### src/hw/rtl/roso_pkg.sv
`default_nettype none

package roso_pkg;

    localparam logic [31:0] MAG_MASK    = 32'h7FFF_FFFF;
    localparam logic [31:0] EXP_INF     = 32'h7F80_0000;
    localparam logic [31:0] SMALL_LIMIT = 32'h3D00_0000;
    localparam logic [31:0] CANON_NAN   = 32'h7FC0_0000;
    localparam logic [31:0] D_POS_SAT   = 32'h7FFF_FFFF;
    localparam logic [31:0] D_NEG_SAT   = 32'h8000_0000;

    // biased exponent where 256*n reaches 2^31
    localparam logic [7:0] EXP_SAT      = 8'd150;
    // biased exponent where 256*n has unit weight at the mantissa lsb
    localparam logic [7:0] EXP_UNIT     = 8'd142;
    // smallest biased exponent for which n * 2^-16 stays normal
    localparam logic [7:0] EXP_FINE_MIN = 8'd17;
    localparam logic [7:0] EXP_FINE_SUB = 8'd16;

    localparam int AXES = 3;

    typedef struct packed {
        logic [31:0] point_x;
        logic [31:0] point_y;
        logic [31:0] point_z;
        logic [31:0] normal_x;
        logic [31:0] normal_y;
        logic [31:0] normal_z;
    } in_beat_t;

    typedef struct packed {
        logic [31:0] above_x;
        logic [31:0] above_y;
        logic [31:0] above_z;
        logic [31:0] below_x;
        logic [31:0] below_y;
        logic [31:0] below_z;
    } out_beat_t;

    // per-axis decoded operands after the first stage
    typedef struct packed {
        logic [31:0] point;
        logic [31:0] fine;       // normal * 2^-16 as single bits
        logic [31:0] offset;     // trunc(256 * normal), saturated
        logic        near_zero;  // |point| < 1/32
        logic        neg;        // point negative, not NaN
    } prep_t;

    // per-axis integer-path results and mode
    typedef struct packed {
        logic [31:0] int_above;
        logic [31:0] int_below;
        logic        near_zero;
    } lane_t;

endpackage

`default_nettype wire

### src/hw/rtl/roso_prep.sv
`default_nettype none

module roso_prep
    import roso_pkg::*;
(
    input  wire logic [31:0] point,
    input  wire logic [31:0] normal,
    output prep_t            prep
);

    logic [7:0]  n_exp;
    logic [7:0]  n_expx;
    logic [23:0] n_mant;
    logic        n_nan;
    logic [31:0] mag;
    logic [31:0] offset_mag;
    logic [7:0]  rsh;
    logic [7:0]  fsh;
    logic [47:0] fwide;
    logic [23:0] fq;
    logic        fup;
    logic [23:0] fval;

    always_comb
    begin
        n_exp  = normal[30:23];
        n_expx = (n_exp == 8'd0) ? 8'd1 : n_exp;
        n_mant = {n_exp != 8'd0, normal[22:0]};
        n_nan  = (normal & MAG_MASK) > EXP_INF;

        // scale by 256 and truncate toward zero
        rsh = EXP_UNIT - n_expx;
        if (n_expx >= EXP_UNIT)
        begin
            offset_mag = {8'd0, n_mant} << (n_expx - EXP_UNIT);
        end
        else if (rsh >= 8'd24)
        begin
            offset_mag = '0;
        end
        else
        begin
            offset_mag = {8'd0, n_mant >> rsh[4:0]};
        end

        if (n_nan)
        begin
            prep.offset = '0;
        end
        else if (n_exp >= EXP_SAT)
        begin
            prep.offset = normal[31] ? D_NEG_SAT : D_POS_SAT;
        end
        else
        begin
            prep.offset = normal[31] ? (32'd0 - offset_mag) : offset_mag;
        end

        // scale by 2^-16, rounding to nearest even into the subnormal range
        fsh   = EXP_FINE_MIN - n_expx;
        fwide = {n_mant, 24'd0} >> fsh[4:0];
        fq    = fwide[47:24];
        fup   = fwide[23] & ((|fwide[22:0]) | fq[0]);
        fval  = fq + {23'd0, fup};
        if (n_exp == 8'hFF)
        begin
            prep.fine = normal;
        end
        else if (n_exp >= EXP_FINE_MIN)
        begin
            prep.fine = {normal[31], n_exp - EXP_FINE_SUB, normal[22:0]};
        end
        else
        begin
            prep.fine = {normal[31], 7'd0, fval};
        end

        mag            = point & MAG_MASK;
        prep.point     = point;
        prep.near_zero = mag < SMALL_LIMIT;
        prep.neg       = point[31] && (mag != 32'd0) && (mag <= EXP_INF);
    end

endmodule

`default_nettype wire

### config.mk
export PLATFORM = sky130hd
export DESIGN_NAME = roso_prep
export DESIGN_NICKNAME = d
export VERILOG_FILES = /design/src/hw/rtl/roso_pkg.sv /design/src/hw/rtl/roso_prep.sv
export SDC_FILE = /design/constraint.sdc
export NUM_CORES = 1
export LEC_CHECK = 0
export BUFFER_PORTS_ARGS = -buffer_cell sky130_fd_sc_hd__clkbuf_2
export CORE_UTILIZATION = 54
export DETAILED_ROUTE_END_ITERATION = 16
export GPL_ROUTABILITY_DRIVEN = 1
export PLACE_DENSITY = 0.82
export REMOVE_ABC_BUFFERS = 1
export SYNTH_ARGS = -nofsm -noshare
export SYNTH_HDL_FRONTEND = slang
export SYNTH_SLANG_ARGS = --single-unit
### constraint.sdc
create_clock -name vclk -period 5.95
set_input_delay 0.8925 -clock vclk [all_inputs]
set_output_delay 0.8925 -clock vclk [all_outputs]
set_load 0.01 [all_outputs]
### Word-level counts from Yosys, hierarchy flattened

Cells that the tools add are included.

* $lt $le $gt $ge: 7
* mux-type cells: 9
* shift-type cells: 3
* eq/ne operators: 1
* $add $sub $neg: 6
* bitwise logic cells: 2
* reduce and logical (&&, ||, !) cells: 6

Operators by type and width (number)
* $mux W32: 5
* $mux W31: 2
* $shr A48 B5 Y48: 1
* $reduce_bool A32 Y1: 1
* $shl A24 B8 Y32: 1
* $sub A1 B32 Y32 const A: 1
* $gt A31 B31 Y1 const B: 1
* $le A31 B31 Y1 const B: 1
* $lt A31 B30 Y1 const B: 1
* $add A24 B1 Y24: 1
* $mux W24: 1
* $shr A24 B5 Y24: 1
* $reduce_or A23 Y1: 1
* $ge A8 B5 Y1 const B: 2
* $ge A8 B8 Y1 const B: 2
* $eq A8 B8 Y1 const B: 1
* $logic_not A8 Y1: 1
* $mux W8: 1
* $reduce_bool A8 Y1: 1
* $sub A8 B5 Y8 const B: 1
* $sub A8 B8 Y8 const A: 1
* $sub A8 B8 Y8 const B: 1
* $sub A5 B5 Y5 const A: 1
* $logic_and A1 B1 Y1: 2
* other kinds (2): 2

* output and inout port bits: 98
* input port bits: 64
* logic and storage cells: 34
* register bits after elaboration: 0

### Longest topological paths before layout

* word-level depth: 10
* depth in mapped cells: 22
* depth with buffers taken out: 14

### Worst setup path before layout

Ideal clock, no wire load.

* path kind: input -> output
* start point: input port normal[25]
* end point: output port prep[27] in the netlist's numbering
* data required time: 5058 ps
* arrival time: 5375 ps
* stages: 18
* buffers on the path: 9
* path slack: -318 ps
* path through: buf_6 -> buf_2 -> buf_2 -> buf_2 -> buf_1 -> clkbuf_1 -> ha_1 -> clkbuf_1 -> xor2_1 -> clkbuf_1 -> nor2_1 -> o32ai_1 -> o221ai_1 -> nor4b_1 -> nand4_1 -> clkbuf_1 -> o31a_1 -> a2111oi_0

RTL lines
* from (decl): line roso_prep.sv:7 `input wire logic [31:0] normal,`
* to (decl): line roso_prep.sv:8 `output prep_t prep`

==> summary.md <==
| Metric | Value |
|---|---|
| Num rows | `44` |
| Max frequency | `about 0.17 GHz` |
| Tcrit/Tclk final | `between 90 and 100%` |
| Num sequential | `0` |
| Post-layout minimum cycle time | `5.86 ns` |
| Setup crit end kind | `output port` |
| Post-synth top area share | `6.56%` |
| Worst Path Arrival | `4.97 ns` |
| Initial cell density of the core | `55.5%` |
| CP max stage cell | `or4_1` |
| Startpoint types | `input port` |
| Via count | `between 10000 and 15000` |
| CORE AREA | `0.0146 sq mm` |
| Hpwl dp | `31100 um` |
| Syn. warnings | `0` |
| Slowest stage delay, CP | `0.54 ns` |
| Worst-path fanout max | `9` |
| Global Route Usage Sum | `49.5%` |
| Die height | `124 um` |
| Layout area overhead | `17.4%` |
| Int Power | `roughly 430 uW` |
| Syn Inst Count | `1253` |
| Clkbuf count | `0` |
| Post-CTS Hold Fix Bufs | `0` |
| Via/cell ratio | `7.39` |
| RSZ-0062 raised after global routing | `true` |
| Pins over their slew limit | `0` |
| Class of the most critical setup path | `in2out` |
| Storage cell area | `0 sq um` |
| Worst hold slack | `1.99 ns` |
| IO Count | `162` |
| Global-route wire length before repair | `60800 um` |
| Power per cell area | `117 mW/mm^2` |
| Switching share of power | `61.7%` |
| Distinct cells, synth | `104` |
| Place WS | `-0.00878 ns` |
| Final hold vios | `0` |
| P_sw | `688 uW` |
| 1st-pass router iterations | `7` |
| Vias in the first global route | `roughly 10000` |
| DRC Markers | `0` |
| 1st-iter DRT viols | `2253` |
| Pin count of the biggest net entering global routing | `41` |
| Worst VDD drop | `64.7 uV` |
| Post-synth top area cell | `mux2i_1` |
| Post-route cell area | `0.00950 sq mm` |
| Setup-failing EPs final | `0` |
| GP Congestion | `1.18` |
| Die X | `124 um` |
| Clock power frac | `0%` |
| GR Overflow Total | `0` |
| Min-delay worst type | `in2out` |
| Setup slack after layout | `0.0862 ns` |
| Gate power share | `100.0%` |
| Status | `complete, no violations` |
| Relative slew margins | `38.6%` |
| Multi-input logic area | `0.00723 sq mm` |
| P_leak | `3.92 nW` |
| Post-Syn Area | `0.00809 sq mm` |
| Seq pwr share | `0%` |
| Initial antenna violation count | `2` |
| Worst Path Required | `5.06 ns` |
| Setup_tns | `0 ns` |
| Fraction of layout cells with a size suffix above 1 | `between 20% and 30%` |
| Slew @ Worst Pin | `0.919 ns` |
| DRT Wirelength | `40200 um` |
| # diodes | `0` |
| Fill count | `1385` |
| Mean Syn Cell Area | `6.46 sq um` |
| Final #Nets | `approximately 1500` |
| Max_cap viols | `0` |
| Synth top area cells | `mux2i_1 (6.6%), nand2_1 (5.9%), nor2_1 (5.8%)` |
| Critical Path, Cell by Cell | `clkbuf_2 -> inv_1 -> ha_1 -> or3b_4 -> o21ai_2 -> buf_4 -> o221ai_4 -> mux2i_2 -> nor2b_1 -> nand4bb_1 -> or4_1 -> or4_4 -> or4_1 -> a31oi_1 -> clkbuf_2` |
| ANT nets after route | `0` |
| Sequential area share after synthesis | `0%` |
| WL per Instance | `25.4 um` |
| PortBufs | `162` |
| DIE AREA | `0.0155 sq mm` |
| Area of placed instances | `approximately 0.0093 sq mm` |
==> stage by stage <==
| step | cells | total power, mW | utilization, % |
|---|---|---|---|
| after CTS | 1575 | 1.04 | 63.8 |
| after floorplan | 1088 | 0.570 | - |
| after global placement | 1575 | 1.03 | 63.8 |
| after detailed placement | 1575 | 1.03 | 63.8 |
| after global routing | 1585 | 1.17 | 65.1 |
| final | 1585 | 1.11 | 65.1 |
==> cells in the mapped netlist, drive strengths merged (9+ instances only) <==
cell type	instances
nand2	128
nor2	126
buf	93
o21ai	84
a21oi	72
clkbuf	72
mux2i	53
nor3	51
nand3	40
nor4	35
or3	24
nand4	23
o311ai	23
o211ai	22
a211oi	20
nand2b	20
a31oi	16
nor2b	16
o221ai	16
xnor2	16
xor2	16
inv	15
o22ai	15
a22oi	13
o31ai	13
o21a	12
or4	12
and2	11
mux4	11
a32oi	9
ha	9
mux2	9
==> cell type report <==
cell class                      count  area share, %
Multi-Input combinational cell   1072           76.1
Inverter                           16          0.632
Tap cell                          184           2.42
Timing Repair Buffer              313           20.9
==> kinds of logic (layout without fill, tap and decap cells) <==
group | after synthesis | in the layout | share of synthesized area, %
and+or+nand+nor | 525 | 525 | 33.0
buffers and inverters | 181 | 329 | 12.4
AOI/OAI and AO/OA | 433 | 433 | 38.9
adders and majority gates | 9 | 9 | 1.39
muxes | 73 | 73 | 10.9
xor gates and xnor gates | 32 | 32 | 3.46
==> path summary, 6_finish.rpt <==
| kind | start | end | slack, ns | depth (start not counted) |
|---|---|---|---|---|
| worst min-delay path | point[1] | prep[67] | 1.99 | 2 |
| worst max-delay path | normal[27] | prep[57] | 0.09 | 15 |
==> worst max-delay path: cells and delay by family <==
kind / cells / cell delay [ns]
compound gates: 3 / 0.68
fa+ha+maj: 1 / 0.26
buf+inv: 4 / 0.55
mux: 1 / 0.31
simple gates: 6 / 2.29
==> timing repair <==
item | CTS | global route
pin swaps | 0 | 3
resized for setup | 1 | 19
buffers inserted | 0 | 10
setup endpoints to repair | 1 | 16
==> power groups by stage <==
stage	combinational (mW)	clock [mW]	sequential, mW
final	1.11	0	0
after global routing	1.17	0	0
after CTS	1.04	0	0
after detailed placement	1.03	0	0
after global placement	1.03	0	0
after floorplan	0.570	0	0
==> layer usage <==
metal  global-route usage [%]  routed length, um
met2                     72.4              16300
met3                     11.6               6150
met4                     24.7               2510
met1                     67.0              15200
met5                     3.59                 94
==> layout by cell type (no fill, tap or decap), drive strengths merged, types with 13 or more instances in the layout <==
cell type    n
clkbuf     161
buf        152
nand2      128
nor2       126
o21ai       84
a21oi       72
mux2i       53
nor3        51
nand3       40
nor4        35
or3         24
nand4       23
o311ai      23
o211ai      22
nand2b      20
a211oi      20
nor2b       16
a31oi       16
xor2        16
xnor2       16
o221ai      16
inv         15
o22ai       15
o31ai       13
a22oi       13
(Power assumes the default switching activity.)
